<file path="src/hdl/pdhs_pkg.sv">
`timescale 1ns / 1ps
package pdhs_pkg;

    localparam int unsigned BucketsDefault  = 4096;
    localparam int unsigned CapacityDefault = 8192;

    localparam logic [63:0] SignBit = 64'h8000_0000_0000_0000;
    localparam logic [63:0] ExpAll  = 64'h7FF0_0000_0000_0000;

    typedef enum logic {
        OP_INSERT = 1'b0,
        OP_LOOKUP = 1'b1
    } op_t;

    typedef enum logic [1:0] {
        ST_FOUND    = 2'd0,
        ST_INSERTED = 2'd1,
        ST_ABSENT   = 2'd2,
        ST_FULL     = 2'd3
    } status_t;

    typedef struct packed {
        op_t         op;
        logic [63:0] x_bits;
        logic [63:0] y_bits;
    } in_beat_t;

    typedef struct packed {
        status_t     status;
        logic [12:0] point_index;
    } out_beat_t;

    // hashed work handed from front to back
    typedef struct packed {
        op_t         op;
        logic [63:0] x_bits;
        logic [63:0] y_bits;
        logic [31:0] mix;
    } job_t;

    // one round of the one-at-a-time mix
    function automatic logic [31:0] oat_round(input logic [31:0] h, input logic [7:0] b);
        logic [31:0] t;
        begin
            t = h + {{24{b[7]}}, b};
            t = t + (t << 10);
            t = t ^ (t >> 6);
            return t;
        end
    endfunction

    function automatic logic [31:0] oat_final(input logic [31:0] h);
        logic [31:0] t;
        begin
            t = h + (h << 3);
            t = t ^ (t >> 11);
            t = t + (t << 15);
            return t;
        end
    endfunction

    function automatic logic ieee_eq(input logic [63:0] a, input logic [63:0] b);
        logic nan_a;
        logic nan_b;
        begin
            nan_a = (a & ~SignBit) > ExpAll;
            nan_b = (b & ~SignBit) > ExpAll;
            return !nan_a && !nan_b && ((a == b) || (((a | b) & ~SignBit) == 64'd0));
        end
    endfunction

endpackage

</file>
<file path="src/hdl/pdhs_queue.sv">
`timescale 1ns / 1ps
module pdhs_queue (
    input  logic           clk,
    input  logic           rst_n,
    input  logic           wr_valid,
    output logic           wr_stall,
    input  pdhs_pkg::job_t wr_job,
    output logic           rd_valid,
    input  logic           rd_stall,
    output pdhs_pkg::job_t rd_job
);
    import pdhs_pkg::*;

    // two entries, registers only
    job_t slot_reg [2];
    logic [1:0] fill_reg, fill_next;
    logic       head_reg, head_next;
    logic       tail_reg, tail_next;
    logic       push, pop;

    assign wr_stall = (fill_reg == 2'd2);
    assign rd_valid = (fill_reg != 2'd0);
    assign rd_job   = slot_reg[head_reg];
    assign push     = wr_valid && !wr_stall;
    assign pop      = rd_valid && !rd_stall;

    always_comb
    begin
        fill_next = fill_reg + {1'b0, push} - {1'b0, pop};
        head_next = head_reg ^ pop;
        tail_next = tail_reg ^ push;
    end

    always_ff @(posedge clk or negedge rst_n)
    begin
        if (!rst_n)
        begin
            fill_reg <= 2'd0;
            head_reg <= 1'b0;
            tail_reg <= 1'b0;
        end
        else
        begin
            fill_reg <= fill_next;
            head_reg <= head_next;
            tail_reg <= tail_next;
        end
    end

    always_ff @(posedge clk)
    begin
        if (push)
        begin
            slot_reg[tail_reg] <= wr_job;
        end
    end

    assert property (@(posedge clk) disable iff (!rst_n) fill_reg != 2'd3)
        else $error("queue fill out of range");
    assert property (@(posedge clk) disable iff (!rst_n)
        (fill_reg == 2'd2) |-> (head_reg == tail_reg))
        else $error("queue pointers disagree with fill");

endmodule

</file>
<file path="config.mk">
export PLATFORM = sky130hd
export DESIGN_NAME = pdhs_queue
export DESIGN_NICKNAME = d
export VERILOG_FILES = /design/src/hdl/pdhs_pkg.sv /design/src/hdl/pdhs_queue.sv
export SDC_FILE = /design/constraint.sdc
export NUM_CORES = 1
export LEC_CHECK = 0
export ABC_AREA = 0
export BUFFER_PORTS_ARGS = -buffer_cell sky130_fd_sc_hd__buf_4
export CORE_MARGIN = 5
export CORE_UTILIZATION = 55
export CTS_CLUSTER_DIAMETER = 120
export DETAILED_ROUTE_END_ITERATION = 10
export PLACE_DENSITY = 0.89
export SKIP_LAST_GASP = 1
export SYNTH_ARGS = -nofsm -noshare
export SYNTH_HDL_FRONTEND = slang
export SYNTH_SLANG_ARGS = --single-unit
</file>
<file path="constraint.sdc">
create_clock -name clk -period 10.8 [get_ports clk]
set_clock_uncertainty 0.2 [all_clocks]
set_input_delay 1.08 -clock clk [delete_from_list [all_inputs] [get_ports clk]]
set_output_delay 1.08 -clock clk [all_outputs]
set_load 0.03 [all_outputs]
</file>
=== Word level (Yosys, flattened, before mapping) ===
Memory sizes are Yosys's and may differ from the RTL's.
Cells that the tools add are included.

* Memories: 1
* Register bits after elaboration: 4
* Memory bits (writable): 322
* Output and inout bits: 163
* Word-level logic and storage cells: 16

* Equal/unequal tests: 1
* Mux-type cells: 2
* Bitwise logic cells: 2
* Reductions and logical operators: 5
* $add $sub $neg: 2

{| class="wikitable"
|+ Memories
! memory !! depth !! bits a word !! read ports !! clocked after memory_dff !! write ports !! RTL line !! source
|-
| slot_reg || 2 || 161 || 1 || 0 || 1 || pdhs_queue.sv:15 || <nowiki>job_t slot_reg [2];</nowiki>
|}

{| class="wikitable"
|+ Operator list
! operator !! number
|-
| adder 2 x 1 -> 2 bit || 1
|-
| equality test 2 bit, second input constant || 1
|-
| logical AND 1 bit || 2
|-
| logical NOT 1 bit || 2
|-
| two-way mux 1 bit || 2
|-
| nonzero test 2 bit || 1
|-
| subtractor 2 x 1 -> 2 bit || 1
|-
| XOR 1 bit || 2
|}

=== Logic depth before layout (Yosys ltp) ===
* Depth after elaboration: 5
* Mapped depth: 7

=== Worst setup path before layout ===
Ideal clock, no wire load.

* Path kind: input to register
* Start: input port wr_valid
* End: memory slot_reg[1][0] (netlist name), enable pin
* Data required time: 10059 ps
* Setup time: 541 ps
* Path slack: 5100 ps
* Data arrival time: 4958 ps
* Buffers on the path: 0
* Cell stages on the path: 2
* Path through: and2_1 ha_1

* Cells in the longest elaborated chain, start to end: 3

{| class="wikitable"
|+ Ends and longest elaborated chain
! element !! RTL line !! source
|-
| start, declared || pdhs_queue.sv:5 || <nowiki>input logic wr_valid,</nowiki>
|-
| logical AND 1 bit || pdhs_queue.sv:24 || <nowiki>assign push = wr_valid && !wr_stall;</nowiki>
|-
| two-way mux 1 bit || pdhs_queue.sv:52 || <nowiki>if (push)</nowiki>
|-
| two-way mux 1 bit (not written as such) || pdhs_queue.sv:54 || <nowiki>slot_reg[tail_reg] <= wr_job;</nowiki>
|-
| end, declared || pdhs_queue.sv:15 ||
|}

No other way between the ends.

==> run metrics <==
fin crit share=0.3891; fmax=roughly 240 MHz; TritonCTS clock tree=yes; pins over their slew limit=0; Seq cells post-synth=around 330; most common cell in the netlist=edfxtp_1; status=complete, no violations; Skew-Pair Late Insertion Delay=between 0.5 and 0.6 ns; min-delay worst type=input port to asynchronous set/reset pin; routed len/inst=roughly 21 µm; Port Buffers=~330; Worst slew margin=0.2067; area of the multi-input gates=~2200 µm²; HPWL Detailed=approximately 17,000 µm; Lkg Pwr=about 6 nW; crit end category=output port; DRC errors left=0; XOR/XNOR Fraction of Synth Area=0.002161; IO Pins=approximately 330; Horiz. Die Dim=158.7 µm; Pwr per Cell Area=297.4 nW/µm²; Max stage delay on crit path=~0.84 ns; Die Y=around 160 µm; Starting Density=0.5572; crit-path cells=buf_4, mux2_2, buf_4; share of layout cells above drive strength 1=0.5984; largest net degree at the start of global routing=~90; Synth area leader=edfxtp_1; post-layout net count=between 1,000 and 1,500; worst-path maximum fanout=67; Post-CTS Hold Fix Bufs=0; Netlist cell types=14; Worst Setup EP=rd_job[37]; R2R setup slack=7.40 ns; Syn Area/Cell=23.30 µm²; slowest CP cell=buf_4; Placed Instance Area=between 10,000 and 15,000 µm²; Setup Total Neg Slack=0 ns; setup violators final=0; Main synth FF type=edfxtp_1; Crit Path Class=flop to output port; Cells after Synth=522; max reg flops=roughly 320; Post-Route WL=roughly 25,000 µm; via count=between 6,000 and 7,000; worst path required time=9.52 ns; number of antenna violations at the first check in global routing=0; remaining antenna violation count after routing=0; clock sink count=about 330; Async SR Flop Fraction=0.01227; final instance area=between 15,000 and 20,000 µm²; Area Overhead vs Synth=30.21%; gr ovfl total=0; Die ar.=between 20,000 and 30,000 µm²; DRT iter0 DRCs=about 350; maximum VDD drop=between 0.2 and 0.25 mV; Yosys warning count=0; Synth Area in Simple Gates=0.001852; Synth area leaders=edfxtp_1 80%, mux2_4 9.9%, mux2_2 7.5%; post-CTS sizing=0; largest family of logic cells by synthesized area=multiplexers; worst-margin pin slew=1.190 ns; startpoint type of the worst setup path=flop; Antenna Cells=0; row cnt=between 50 and 60; CTS buffer count=31; number of synthesized flops with an enable pin=322; number of global-route vias before repair=6,473; Min Hold Slack=0.1121 ns; Max Buffers Root-to-Sink=3; worst r2r dst=slot_reg[1][88]; most frequent cells after synthesis=322 x edfxtp_1, 81 x mux2_2, 80 x mux2_4; # H-tree levels=1; Period minus WS final=about 4.2 ns; final hold vios=0; CP most frequent cell=buf_4; Setup crit start=head_reg; fillers=around 1,300; RSZ-0062 raised after global routing=false; Max-Cap Viols=0; clk slew on worst S/H paths=around 0.06 ns; clock root buffer=clkbuf_16; post-synthesis mux area share=0.1738; Worst R2R Start=fill_reg[1]; GPL Wtd Cong=about 0.74; DR pass1 iterations=4; Reg area=9773 µm²; vias per cell=5.209; first-pass GRT wire length=about 36,000 µm; core area=21,820 µm²; FF-to-FF path depth=4; post-synthesis adder-cell area fraction=0.004116; area share of the largest cell type after synthesis=0.7951; complex-gate fraction of the synthesized area=0.0006173; Syn Nets=roughly 690; Seq/Total Area, Yosys=0.8034; Syn Std Cell Area=~12,000 µm²; crit path DAT=a little under 3 ns; post-CTS setup buffers=0; Tot GR Track Use=0.1860
how the worst min path moves through the flow:
stage,slack (ns),end,start
final,0.11,fill_reg[1],rst_n
after floorplan,0.28,fill_reg[1],fill_reg[1]
after global routing,0.09,head_reg,rst_n
after detailed placement,0.33,fill_reg[1],fill_reg[1]
after global placement,0.31,fill_reg[1],fill_reg[1]
after CTS,0.08,head_reg,rst_n
power by group:
group / internal [mW] / switching [mW]
clock network: 0.583 / 0.429
registers: 1.74 / 0.0978
logic: 0.776 / 1.09
worst max-delay path: cells and delay by family (launching register included):
family,cells,cell delay (ns)
buffers and inverters,2,1.01
DFF,1,0.78
muxes,1,0.44
cells in the final DEF, fill, tap and decap left out:
| master | instances |
|---|---|
| xnor2_1 | 3 |
| clkinv_2 | 2 |
| mux2_4 | 80 |
| dfrtp_1 | 3 |
| or2_2 | 1 |
| inv_8 | 1 |
| ha_1 | 2 |
| clkbuf_1 | 11 |
| clkbuf_8 | 1 |
| mux2_2 | 81 |
| edfxtp_1 | 322 |
| bufinv_16 | 2 |
| clkbuf_16 | 31 |
| dfrtp_4 | 1 |
| nand2_1 | 1 |
| inv_6 | 1 |
| clkinv_1 | 9 |
| and2_1 | 1 |
| inv_1 | 5 |
| ha_4 | 2 |
| o21bai_1 | 1 |
| nand2b_1 | 1 |
| buf_4 | 332 |
through the flow:
step	std cells	total power, mW	utilization	worst slack, ns
after floorplan	522	3.160	-	5.100
after global routing	1174	4.903	0.7255	6.482
after detailed placement	1116	3.740	0.6818	6.803
after global placement	1116	3.694	0.6818	6.838
final	1174	4.709	0.7255	6.598
after CTS	1174	4.759	0.7255	6.581
area by class of cell:
| type | count | share of cell area |
|---|---|---|
| Sequential cell | 326 | 0.6172 |
| Tap cell | 280 | 0.02213 |
| Clock inverter | 15 | 0.007823 |
| Multi-Input combinational cell | 173 | 0.1418 |
| Inverter | 5 | 0.001185 |
| Timing Repair Buffer | 332 | 0.1574 |
| Clock buffer | 43 | 0.05247 |
layer usage:
layer / vias to the layer above / global-route usage / routed length, µm
li1: 2769 / - / -
met1: 3042 / 0.2209 / 8753
met2: 259 / 0.3354 / 13090
met3: 45 / 0.04838 / 2342
met4: 0 / 0.05280 / 604
met5: - / 0 / 0
cells by family after synthesis:
family / count (synthesis)
flops: 326
mux: 161
buf+inv: 23
fa+ha+maj: 4
simple gates: 4
xor+xnor: 3
compound gates: 1
(Power assumes the default switching activity.)
