[src/hdl/pdhs_pkg.sv]
`timescale 1ns / 1ps
package pdhs_pkg;

    localparam int unsigned BucketsDefault  = 4096;
    localparam int unsigned CapacityDefault = 8192;

    localparam logic [63:0] SignBit = 64'h8000_0000_0000_0000;
    localparam logic [63:0] ExpAll  = 64'h7FF0_0000_0000_0000;

    typedef enum logic {
        OP_INSERT = 1'b0,
        OP_LOOKUP = 1'b1
    } op_t;

    typedef enum logic [1:0] {
        ST_FOUND    = 2'd0,
        ST_INSERTED = 2'd1,
        ST_ABSENT   = 2'd2,
        ST_FULL     = 2'd3
    } status_t;

    typedef struct packed {
        op_t         op;
        logic [63:0] x_bits;
        logic [63:0] y_bits;
    } in_beat_t;

    typedef struct packed {
        status_t     status;
        logic [12:0] point_index;
    } out_beat_t;

    // hashed work handed from front to back
    typedef struct packed {
        op_t         op;
        logic [63:0] x_bits;
        logic [63:0] y_bits;
        logic [31:0] mix;
    } job_t;

    // one round of the one-at-a-time mix
    function automatic logic [31:0] oat_round(input logic [31:0] h, input logic [7:0] b);
        logic [31:0] t;
        begin
            t = h + {{24{b[7]}}, b};
            t = t + (t << 10);
            t = t ^ (t >> 6);
            return t;
        end
    endfunction

    function automatic logic [31:0] oat_final(input logic [31:0] h);
        logic [31:0] t;
        begin
            t = h + (h << 3);
            t = t ^ (t >> 11);
            t = t + (t << 15);
            return t;
        end
    endfunction

    function automatic logic ieee_eq(input logic [63:0] a, input logic [63:0] b);
        logic nan_a;
        logic nan_b;
        begin
            nan_a = (a & ~SignBit) > ExpAll;
            nan_b = (b & ~SignBit) > ExpAll;
            return !nan_a && !nan_b && ((a == b) || (((a | b) & ~SignBit) == 64'd0));
        end
    endfunction

endpackage

[src/hdl/pdhs_front.sv]
`timescale 1ns / 1ps
module pdhs_front (
    input  logic              clk,
    input  logic              rst_n,
    input  logic              in_valid,
    output logic              in_stall,
    input  pdhs_pkg::in_beat_t in_beat,
    output logic              job_valid,
    input  logic              job_stall,
    output pdhs_pkg::job_t    job
);
    import pdhs_pkg::*;

    // x and y hashed together, one byte of each per cycle
    logic        busy_reg, busy_next;
    logic        done_reg, done_next;
    logic [2:0]  byte_reg, byte_next;
    logic [31:0] hx_reg, hx_next;
    logic [31:0] hy_reg, hy_next;
    in_beat_t    item_reg;
    logic [31:0] fx;
    logic [31:0] fy;

    assign in_stall  = busy_reg || done_reg;
    assign job_valid = done_reg;
    assign fx = oat_final(hx_reg);
    assign fy = oat_final(hy_reg);
    assign job.op = item_reg.op;
    assign job.x_bits = item_reg.x_bits;
    assign job.y_bits = item_reg.y_bits;
    assign job.mix = (fx + (fx << 1)) + fy;

    always_comb
    begin
        busy_next = busy_reg;
        done_next = done_reg;
        byte_next = byte_reg;
        hx_next   = hx_reg;
        hy_next   = hy_reg;
        if (in_valid && !in_stall)
        begin
            busy_next = 1'b1;
            byte_next = 3'd0;
            hx_next   = 32'd0;
            hy_next   = 32'd0;
        end
        else if (busy_reg)
        begin
            hx_next   = oat_round(hx_reg, item_reg.x_bits[{byte_reg, 3'b000} +: 8]);
            hy_next   = oat_round(hy_reg, item_reg.y_bits[{byte_reg, 3'b000} +: 8]);
            byte_next = byte_reg + 3'd1;
            if (byte_reg == 3'd7)
            begin
                busy_next = 1'b0;
                done_next = 1'b1;
            end
        end
        else if (done_reg && !job_stall)
        begin
            done_next = 1'b0;
        end
    end

    always_ff @(posedge clk or negedge rst_n)
    begin
        if (!rst_n)
        begin
            busy_reg <= 1'b0;
            done_reg <= 1'b0;
            byte_reg <= 3'd0;
        end
        else
        begin
            busy_reg <= busy_next;
            done_reg <= done_next;
            byte_reg <= byte_next;
        end
    end

    always_ff @(posedge clk)
    begin
        hx_reg <= hx_next;
        hy_reg <= hy_next;
        if (in_valid && !in_stall)
        begin
            item_reg <= in_beat;
        end
    end

    assert property (@(posedge clk) disable iff (!rst_n) !(busy_reg && done_reg))
        else $error("front busy and done together");
    assert property (@(posedge clk) disable iff (!rst_n)
        (busy_reg && byte_reg == 3'd7) |=> done_reg)
        else $error("hash did not finish after eight rounds");
    assert property (@(posedge clk) disable iff (!rst_n)
        (done_reg && job_stall) |=> done_reg)
        else $error("job dropped while stalled");

endmodule

[config.mk]
export PLATFORM = sky130hd
export DESIGN_NAME = pdhs_front
export DESIGN_NICKNAME = d
export VERILOG_FILES = /design/src/hdl/pdhs_pkg.sv /design/src/hdl/pdhs_front.sv
export SDC_FILE = /design/constraint.sdc
export NUM_CORES = 1
export LEC_CHECK = 0
export CAP_MARGIN = 20
export CORE_ASPECT_RATIO = 1.5
export CORE_MARGIN = 1.5
export CORE_UTILIZATION = 50
export DETAILED_ROUTE_END_ITERATION = 8
export DONT_BUFFER_PORTS = 1
export PLACE_DENSITY = 0.67
export RECOVER_POWER = 100
export SETUP_SLACK_MARGIN = 0.3
export SLEW_MARGIN = 20
export SYNTH_ARGS = -nofsm -noshare
export SYNTH_HDL_FRONTEND = slang
export SYNTH_SLANG_ARGS = --single-unit
[constraint.sdc]
create_clock -name clk -period 10.5 [get_ports clk]
set_input_delay 0.525 -clock clk [delete_from_list [all_inputs] [get_ports clk]]
set_output_delay 0.525 -clock clk [all_outputs]
set_load 0.01 [all_outputs]
=== Word-level counts from Yosys, hierarchy flattened ===
Cells that the tools add are included.

* Multiplexer cells: 8
* Reduce and logical (&&, ||, !) cells: 8
* Bitwise gates (word level): 5
* Add/subtract/negate cells: 11
* Equality and inequality tests: 2
* Shift-type cells: 2

{| class="wikitable"
|+ Operators by type and width
! cell !! number
|-
| $add A32 B32 Y32 || 10
|-
| $shiftx A64 B7 Y8 || 2
|-
| $xor A32 B21 Y32 || 2
|-
| $xor A32 B26 Y32 || 2
|-
| $mux W1 || 6
|-
| $mux W3 || 2
|-
| $reduce_bool A2 Y1 || 2
|-
| $add A3 B1 Y3 const B || 1
|-
| $eq A3 B3 Y1 const B || 1
|-
| $reduce_and A3 Y1 || 1
|-
| $logic_and A1 B1 Y1 || 2
|-
| $logic_not A1 Y1 || 2
|-
| $ne A2 B1 Y1 const B || 1
|-
| $logic_or A1 B1 Y1 || 1
|-
| $not A1 Y1 || 1
|}

* Input port bits: 133
* Flip-flop bits (word level): 198
* Output and inout bits: 163
* Logic and storage cells: 44

=== Longest topological paths before layout ===
Gate-level depths: netlist of run 1.

* Word-level depth: 5
* Mapped depth: 35
* Depth with buffers taken out: 35

=== Least setup slack after synthesis of run 1 ===
OpenSTA, ideal clock, no wires.

* Path kind: register to output
* From: register hx_reg[1]
* To: output port job[31] (netlist name)
* Arrival: 7411 ps
* Cell stages (with the launch flop): 36
* Buffers on the path: 0
* Path slack: 2564 ps
* Required time: 9975 ps
* Path through: dfxtp_1 ha_1 a21oi_1 o211ai_1 o41ai_1 a21oi_1 o21a_1 o21ai_1 a21boi_1 o21ai_1 nand2_1 a21o_1 a21oi_1 xnor3_1 ha_1 fa_1 a21o_1 a21oi_1 nand2b_1 nand2b_1 a21oi_1 xor2_1 fa_1 inv_1 fa_1 ha_1 a21o_1 a21o_1 a21oi_1 o21ai_0 or3_1 a31o_1 a211o_1 a21o_1 a21oi_2 xnor2_1

{| class="wikitable"
|+ RTL lines
! element !! line !! source
|-
| from (decl) || pdhs_front.sv:18 || <nowiki>logic [31:0] hx_reg, hx_next;</nowiki>
|-
| from (signal assigned) || pdhs_front.sv:82 || <nowiki>hx_reg <= hx_next;</nowiki>
|-
| to (decl) || pdhs_front.sv:10 || <nowiki>output pdhs_pkg::job_t job</nowiki>
|}

==> metrics list, run 1 <==
- The flow ran to the end, but the final reports show violations.
- The final reports fail on capacitance limit, slew limit.
- For this run, the register share of the synthesized area comes to 28.5%.
* GR Util met1: 28.4%
- Of the cells placed in the final design, the portion with a size suffix greater than 1 is 5.96%.
- Initial core utilization: 50.7%
* DPL Wire Length: 42800 µm
- On the critical path the largest part of the delay comes from compound AO/OA/AOI/OAI gates.
- Multiplexer fraction of the synthesized cell area: 4.91%
- Insertion delay to the later sink of the worst-skew pair: 0.46 ns
* Top cell type's share of synthesized area: 20.9%
- TritonCTS built the clock tree.
- Routed Wire Length: 50300 µm
- Area fraction in compound gates after synthesis: 18.7%
- Die W: 160 µm
- The die is 239 µm tall.
* Endpoint type of the worst setup path: output port
- Unrepaired setup endpoints after global routing: false
- STA puts the critical path data required time at 9.98 ns.
- Counting the buffers created by CTS gives 17.
- The routed layout has 13952 vias.
* Iteration-0 DRC count of the detailed router: 804
- Area grow syn2layout: 6.10%
- Routing usage on met3: 4.06%
- Number of routed nets with antenna violations: 0
* Maximum root-to-sink buffer count: 2
- Number of synthesized flops with an enable pin: 129
- The initial antenna violation count is 2.
* Clock Root Buffer: clkbuf_16
- The floorplan has 86 rows.
* Max_slew headroom: -66.4%
- TritonCTS Sinks: 198
* Maximum fanout encountered on the critical timing path: 6
- ha_1 is the most common cell in the netlist.
* Via density per instance: 5.90
* Count of yosys warnings during synthesis: 0
- After the last flow step, the layout net total stands at 2276.
- WP buf/inv: 1
- The H-tree was split into 4 levels.
- By area, the combinational part of the netlist is dominated by adder cells.
* Dominant cells by area after synthesis: edfxtp_1 (21%), ha_1 (15%), xnor2_1 (7.7%)
* Setup Crit Path Kind: reg -> out
- For this run, design rule violations remaining after detail routing come to 0.
* Largest net degree at the start of global routing: 85
- Minimum period implied by the final worst setup slack: 9.38 ns
* Post-Synthesis Net Count: 2280
- Fraction of synthesis flops using an asynchronous set or reset pin: 2.53%
- Summed over all failing endpoints, the final setup total negative slack is 0 ns.
- Core region area: 0.0366 mm²
- Distinct cells, synth: 85
- Slowest cell delay on critical path: 0.47 ns
- After Yosys synthesis, full adders, half adders and majority gates account for 20.7% of the synthesized area.
- The worst setup path is launched from a flop.
- Worst min-delay path category: in -> reg
- The cell count after synthesis came out at 1871.
- Crit path setup slack, layout: 1.12 ns
- CTS clk-pin slew, worst paths: 0.09 ns
* Flip-flop and latch count after synthesis: 198
- Dividing the detail-routed wire length by the instance count gives 21.2 µm.
- The count of buffers added on input and output ports is 0.
* Final setup violation count: 0
- Number of flip-flops in the largest register: 129
- Among all stages on the critical path, the largest delay is contributed by fa_1.
- The final number of hold-violating endpoints came to 0.
- List of most frequent post-synthesis cells: ha_1 (226), nand2_1 (167), xnor2_1 (163), a21oi_1 (148), edfxtp_1 (129)
- Aggregate global-route resource usage: 26.2%
- Global routing consumed, on the met2 layer, 49.7% of the routing resources.
- First-pass detailed-route iteration total: 5
- The via count of the first global-routing pass is 14093.
* Final period util: 89.4%
* CP arrival: 8.86 ns
- Global routing's busiest layer: met2
- Post-synthesis cell type with the largest combined area: edfxtp_1
- By instance count, the cell type seen most on the critical path is a21oi_1.
- Summing the areas of all xor and xnor instances in the mapped netlist gives 14.5% of the synthesized area.
- Across the run, the number of max-cap violations was 5.
- Max-slew violations: 214
- Measured slew at the worst slew-check pin: 2.48 ns
* Average footprint of a synthesized cell: 9.91 µm²
* Filler Cells Inserted: 3312
- Worst-case setup slack after placement: 1.83 ns
* Global placement routability congestion: 0.981
- The first global-routing pass estimated 77000 µm of wire.
* Cell Area, Synth: 0.0185 mm²
* Fraction of the mapped netlist area in simple logic gates: 9.72%
* Overall overflow remaining after global route: 0
* Highest clock frequency the design can meet: 107 MHz
- The clock arrives with 0.0216 ns of skew.
- The floorplan step defined a die boundary enclosing 0.0383 mm².
* Flip-flop cell with the highest count after synthesis: edfxtp_1
- Count of boundary I/O pins: 296
- # Post-CTS Setup Buffers: 0
layout make-up:
type	instances	area, µm²	share of cell area [%]
multi-input cells	1522	12600	64.3
repair buffers	8	45.0	0.229
diodes	2	5.00	0.0255
well taps	484	606	3.08
inverters	120	452	2.30
clock buffers	17	425	2.16
flip-flops and latches	198	5280	26.9
clock inverters	15	214	1.09
cells by family (layout without fill, tap and decap cells):
group	after synthesis	in the layout
compound gates	518	518
xor+xnor	288	288
fa+ha+maj	276	276
buf+inv	151	160
flops	198	198
mux	49	49
other cells	0	2
simple gates	391	391
through the flow:
step	instances	hold slack (ns)	instance area, µm²	util [%]
global route	2366	0.134	19700	53.7
floorplan	1871	0.229	18500	-
detailed placement	2331	0.231	19100	52.2
global placement	2331	0.231	19100	52.2
CTS	2364	0.132	19700	53.9
finish	2366	0.145	19700	53.7
metal layers:
layer  share of wire, %  wire length (µm)
met5                  0                 0
met1                 38             19300
met2                 53             26500
met4                4.1              2040
met3                4.8              2410
cell usage in the layout (no fill, tap or decap), types with 6 or more instances in the layout:
cell and n:
a211o_1 8, a211oi_1 12, a21boi_0 6, a21o_1 79
a21oi_1 149, a22o_1 7, a31oi_1 6, and3_1 12
clkbuf_16 17, dfxtp_1 64, edfxtp_1 129, fa_1 50
ha_1 226, inv_1 119, inv_12 6, mux2_2 14
mux4_2 32, nand2_1 167, nand2b_1 15, nand3_1 30
nand4_1 8, nor2_1 79, nor2b_1 21, nor3_1 30
o21a_1 20, o21ai_0 112, o21bai_1 43, o22ai_1 6
o31ai_1 7, or3_1 9, xnor2_1 163, xnor3_1 7
xor2_1 112
timing repair:
item / in CTS / in global routing
hold buffers: 1 / 0
hold endpoints to repair: 5 / 0
gates resized for setup: 0 / 0
worst paths after layout:
path	slack [ns]	cells past startpoint	start	endpoint
setup / recovery	1.12	35	hx_reg[1]$_SDFFE_PP0P_	job[31]
hold reg to reg	0.50	2	hy_reg[29]$_SDFFE_PP0P_	hy_reg[29]$_SDFFE_PP0P_
min in group asynchronous	0.38	1	rst_n	byte_reg[2]$_DFFE_PN0P_
setup reg to reg	1.69	28	byte_reg[0]$_DFFE_PN0P_	hy_reg[15]$_SDFFE_PP0P_
max in group asynchronous	9.86	1	rst_n	busy_reg$_DFF_PN0_
hold / removal	0.14	0	in_beat[53]	job[85]$_DFFE_PP_
Power of run 1 is not shown: default switching activity piles up to over one toggle a cycle in this logic, so the estimate is an artifact.
==> run 2: changes to the inputs <==
--- a/config.mk
+++ b/config.mk
@@ -12,7 +12,7 @@
 export DETAILED_ROUTE_END_ITERATION = 8
 export DONT_BUFFER_PORTS = 1
 export PLACE_DENSITY = 0.67
-export RECOVER_POWER = 100
+export RECOVER_POWER = 25
 export SETUP_SLACK_MARGIN = 0.3
 export SLEW_MARGIN = 20
 export SYNTH_ARGS = -nofsm -noshare
==> run 2 against run 1 <==
Flip-flop and latch count unchanged. Global-route usage unchanged. Worst setup slack better by 0.19 ns. The flow now finishes without violations. Count of clock-buffer cells in the layout unchanged. Register-to-register slack better by 1.0 ns. Non-clock buffer count unchanged. Via count about the same.
==> metrics list, run 2 (synthesis gave the netlist of run 1 again) <==
- Clock Root Buffer: clkbuf_16
- Summed over all layers, the routed wires come to 50200 µm.
- Final setup violation count: 0
- The count of buffers added on input and output ports is 0.
- Number of instances in the placed design: 2331
- Origin of the worst setup path: hx_reg[1]$_SDFFE_PP0P_
* Insertion delay to the later sink of the worst-skew pair: 0.46 ns
- Pin placement for this block handled 296 I/O pins.
- The via count of the first global-routing pass is 14093.
- For this run, design rule violations remaining after detail routing come to 0.
- Iteration-0 DRC count of the detailed router: 814
- TritonCTS Sinks: 198
- The flow ran to the end, and the final reports show no timing, DRC or antenna violations.
- Measured in cells, the most critical reg-to-reg path has a length of 28.
- Global routing used 26.2% of the available tracks across all layers.
- Unrepaired setup endpoints after global routing: false
* Number of flip-flops in the largest register: 129
- STA classifies the critical path startpoint as a flop.
* Number of antenna violations at the first check in global routing: 2
* Commonest cells after routing, fill and taps aside: ha_1 (226), nand2_1 (167), xnor2_1 (163), a21oi_1 (148), edfxtp_1 (129)
- Of all nets on the critical path, the largest fanout is 6.
- The worst hold path belongs to the class in -> reg.
- Destination of the critical timing path: job[31]
- The startpoint identified for the worst register-to-register timing path is byte_reg[0]$_DFFE_PN0P_.
- Share of post-route cells with drive strength above 1: 6.70%
- CTS clk-pin slew, worst paths: 0.09 ns
- The wire-length estimate of the detail-placed layout is 42800 µm.
- Headroom to the max-slew limit came out at 32.5%.
* Via density per instance: 5.90
* Number of rows created at floorplan: 86
- Maximum root-to-sink buffer count: 2
- Number of routed nets with antenna violations: 0
- Area of the multi-input gates: 0.0127 mm²
- Data on the critical path is required at its endpoint by 9.98 ns.
- First-pass detailed-route iteration total: 5
- At the pin with the least slew margin, the transition time is 0.999 ns.
- Initial core utilization: 50.7%
- Most common cell type on the critical path: a21oi_1
- On the worst path, the slowest cell contributes a delay of 0.47 ns.
- Summed over all failing endpoints, the final setup total negative slack is 0 ns.
* Endpoint type of the worst setup path: output port
* Number of non-filler instances in the completed layout: 2366
- Based on the critical path, the design can be clocked at up to 109 MHz.
- Data on the critical path arrives at its endpoint at 8.67 ns.
* Overall overflow remaining after global route: 0
* Final period util: 87.5%
- The tool flagged a number of max-cap violations equal to 0.
- By startpoint and endpoint, the worst setup path is classified as reg -> out.
* Die area: 0.0383 mm²
- The worst path needs 9.19 ns of the cycle, external delays included.
* Die W: 160 µm
- Critical-path top delay cell: fa_1
- Post-CTS repair changed the size of 0 cells.
- Dividing the detail-routed wire length by the instance count gives 21.2 µm.
- Leaving out fill and tap cells, the most frequent cell in the layout is ha_1.
- The layout has 3303 filler cells.
- Destination of the worst register-to-register timing path: hy_reg[15]$_SDFFE_PP0P_
- Hold violation count in the final report: 0
- Largest net degree at the start of global routing: 85
- Core region area: 0.0366 mm²
- Reg area: 0.00528 mm²
- Wire length of the first global-routing pass: 77000 µm
- Max-slew violations: 0
* Vias after detailed routing: 13963
* Worst setup slack for register-to-register paths: 2.69 ns
* Global placement routability congestion: 0.981
- The H-tree was split into 4 levels.
* Number of clock buffers inserted by TritonCTS: 17
- Area grow syn2layout: 6.49%
- TritonCTS clock tree: yes
- In this run the vertical extent of the chip is 239 µm.
- Final Net Count: 2276
- Across the routed clock network, the largest skew measured is 0.0206 ns.
==> run 2: changes by cell type in the layout (fill, tap and decap cells not counted), moves of 4 or more <==
cell,before,now
o21ai_1,3,8
o21ai_0,112,106
clkbuf_1,4,0
buf_4,2,7
==> run 2: timing repair <==
| action | CTS | global route |
|---|---|---|
| setup buffers | 0 | 0 |
| endpoints found under the setup margin | 0 | 0 |
| hold endpoints to repair | 5 | 0 |
| hold buffers | 1 | 0 |
==> run 2: how the worst min path moves through the flow <==
stage,startpoint,cells past startpoint,end,slack [ns]
finish,in_beat[53],0,job[85]$_DFFE_PP_,0.15
floorplan,rst_n,0,busy_reg$_DFF_PN0_,0.23
global route,in_beat[53],0,job[85]$_DFFE_PP_,0.13
global placement,rst_n,0,job_valid$_DFFE_PN0P_,0.23
CTS,in_beat[53],0,job[85]$_DFFE_PP_,0.13
detailed placement,rst_n,0,job_valid$_DFFE_PN0P_,0.23
==> run 2: critical path: cells and delay by family (launching register included) <==
family / cells / cell delay (ns)
AND/OR/NAND/NOR: 4 / 0.63
flip-flops: 1 / 0.43
AO/OA/AOI/OAI: 21 / 3.95
adder cells (fa/ha/maj): 6 / 2.24
buffers and inverters: 1 / 0.07
XOR/XNOR: 3 / 0.88
==> run 2: metrics by stage <==
stage	hold slack, ns	cell area [µm²]	util [%]	worst slack, ns
2_1_floorplan	0.229	18500	-	2.56
3_3_place_gp	0.231	19100	52.2	1.91
3_5_place_dp	0.231	19100	52.2	1.83
4_1_cts	0.132	19700	53.9	1.29
5_1_grt	0.134	19700	53.9	0.668
6_report	0.146	19700	53.9	1.31
==> run 2: layer usage <==
layer | wire length [µm] | part of all wire, % | vias up | GRT usage [%]
li1 | - | - | 6804 | -
met1 | 19200 | 38 | 6648 | 28.4
met2 | 26600 | 53 | 424 | 49.7
met3 | 2470 | 4.9 | 87 | 4.06
met4 | 1920 | 3.8 | 0 | 11.6
met5 | 0 | 0 | - | 0
==> run 2: final cells by class <==
type | count | share of cell area, %
clock buffers | 17 | 2.16
flip-flops and latches | 198 | 26.8
well taps | 484 | 3.07
clock inverters | 15 | 1.08
repair buffers | 8 | 0.317
diodes | 2 | 0.0254
multi-input cells | 1522 | 64.3
inverters | 120 | 2.30
Power of run 2 is left out for the same reason.
==> run 3: changes to the inputs <==
--- a/config.mk
+++ b/config.mk
@@ -7,7 +7,6 @@
 export LEC_CHECK = 0
 export CAP_MARGIN = 20
 export CORE_ASPECT_RATIO = 1.5
-export CORE_MARGIN = 1.5
 export CORE_UTILIZATION = 50
 export DETAILED_ROUTE_END_ITERATION = 8
 export DONT_BUFFER_PORTS = 1
==> run 3 against run 2 <==
Worst hold slack improved by 0.0029 ns. Critical path type unchanged. Non-clock buffer count down 1. Maximum frequency fell by 1.6%. Sequential share of layout area hardly changed. Utilization barely moved. First-iteration DRC count is 16% lower.
==> metrics list, run 3 (synthesis gave the netlist of run 1 again) <==
- For the worst-skew pair, the clock arrives at the later sink with an insertion delay of 0.46 ns.
- The sequential cells in the finished layout cover a total of 0.00528 mm².
- Relative to the synthesized area, the layout overhead comes to 6.54%.
- Global placement routability congestion: 0.987
* Initial core utilization: 50.7%
- Aggregate global-route resource usage: 26.6%
* Vias in the first global route: 14275
* # Post-CTS Setup Buffers: 0
* Overall overflow remaining after global route: 0
- Using the TritonRoute via totals, the vias-per-cell ratio works out to 5.95.
* Hold violation count in the final report: 0
- Number of flip-flops in the largest register: 129
- Worst-case setup slack after placement: 1.69 ns
- After clock tree synthesis, the clock-pin slew on the worst setup and hold paths is 0.09 ns.
- Die W: 159 µm
- Entering global routing, the biggest net connects 85 pins.
* Total of max-cap violations: 0
* Minimum period implied by the final worst setup slack: 9.34 ns
* Cell family with most CP delay: compound AO/OA/AOI/OAI gates
- TritonCTS clock tree: yes
- Number of diodes: 0
* Endpoint type of the worst setup path: output port
- TritonCTS Sinks: 198
- Highest clock frequency the design can meet: 107 MHz
* Maximum root-to-sink buffer count: 2
- For this run, the detailed router's first-pass iteration total came to 6.
* Die boundary height: 238 µm
- Die area: 0.0379 mm²
* Layout Skew: 0.0185 ns
* Crit path setup slack, layout: 1.16 ns
* Number of rows created at floorplan: 86
- Once detailed placement completed, the half-perimeter wirelength came to 42600 µm.
- Of the cells placed in the final design, the portion with a size suffix greater than 1 is 6.65%.
* Reg2reg path depth: 25
- The library cell used most frequently in the layout, excluding fill and tap cells, is ha_1.
- The root buffer cell chosen for the clock tree is clkbuf_16.
- Input and output buffers added on the ports amount to 0.
- In the final layout, the multi-input gates occupy 0.0127 mm².
- Clock tree synthesis inserted a total of 17 buffers.
- The most numerous cell type found on the critical path is a21oi_1.
- Routed Wire Length: 50300 µm
* Post-CTS resize count: 0
* Vias after detailed routing: 14051
- Setup repair after global routing left no endpoint under its margin.
- At the end of the flow, the number of nets in the layout was 2275.
- Measured slew at the worst slew-check pin: 1.02 ns
- In this run the tightest slew margin relative to its limit is 31.8%.
- Counting both buffers and inverters, the worst setup path holds a total of 1.
* Max-slew violations: 0
- Kind of launch point of the worst setup path: flop
* Maximum fanout encountered on the critical timing path: 6
- For this run, design rule violations remaining after detail routing come to 0.
- The worst path uses 88.9% of the clock period.
- After clock tree synthesis, the flow added hold-fix buffers numbering 1.
- After detailed routing, the average wire length per cell comes to 21.3 µm.
- The tightest min-delay check is of the in -> reg type.
- Slowest cell delay on critical path: 0.48 ns
- Hold is met by 0.149 ns.
- Critical-path top delay cell: fa_1
- Counting the fill cells in the layout gives 3283.
- Wire length of the first global-routing pass: 77400 µm
- Core region area: 0.0366 mm²
- Outcome: complete, no violations
- The initial antenna violation count is 2.
* Final core utilization: 54.0%
- The setup path with the least slack is of type reg -> out.
* WP data required: 9.98 ns
* Count of boundary I/O pins: 296
- Cell depth of the worst setup path: 35
- CTS H-Tree Depth: 4
- Worst hold stages: 0
* Commonest cells after routing, fill and taps aside: ha_1 (226), nand2_1 (167), xnor2_1 (163), a21oi_1 (148), edfxtp_1 (129)
- Once detail routing completed, the nets flagged for antenna violations numbered 0.
- Iteration-0 DRC count of the detailed router: 685
- STA puts the critical path data arrival time at 8.81 ns.
* Setup Total Neg Slack: 0 ns
- Final setup violation count: 0
==> run 3: per-layer routing <==
metal	track usage [%]	part of all wire, %
met5	0	0
met4	14.0	5.0
met3	3.75	4.8
met2	49.6	52
met1	28.9	39
==> run 3: final timing paths <==
path / start / to / slack [ns]
min in group asynchronous: rst_n / byte_reg[2]$_DFFE_PN0P_ / 0.39
setup reg to reg: byte_reg[0]$_DFFE_PN0P_ / hx_reg[25]$_SDFFE_PP0P_ / 2.89
max in group asynchronous: rst_n / busy_reg$_DFF_PN0_ / 9.84
hold / removal: in_beat[62] / job[94]$_DFFE_PP_ / 0.15
setup / recovery: hx_reg[4]$_SDFFE_PP0P_ / job[31] / 1.16
hold reg to reg: hy_reg[30]$_SDFFE_PP0P_ / hy_reg[30]$_SDFFE_PP0P_ / 0.49
==> run 3: layout make-up <==
cell class | count | share of cell area (%)
Clock buffer | 17 | 2.15
Clock inverter | 15 | 1.20
Inverter | 120 | 2.29
Multi-Input combinational cell | 1522 | 64.2
Sequential cell | 198 | 26.8
Tap cell | 484 | 3.07
Timing Repair Buffer | 7 | 0.279
==> run 3: through the flow <==
step / cell area (µm²) / cells
floorplan: 18500 / 1871
global placement: 19100 / 2330
detailed placement: 19100 / 2330
CTS: 19700 / 2363
global route: 19700 / 2363
finish: 19700 / 2363
Power of run 3 is left out for the same reason.
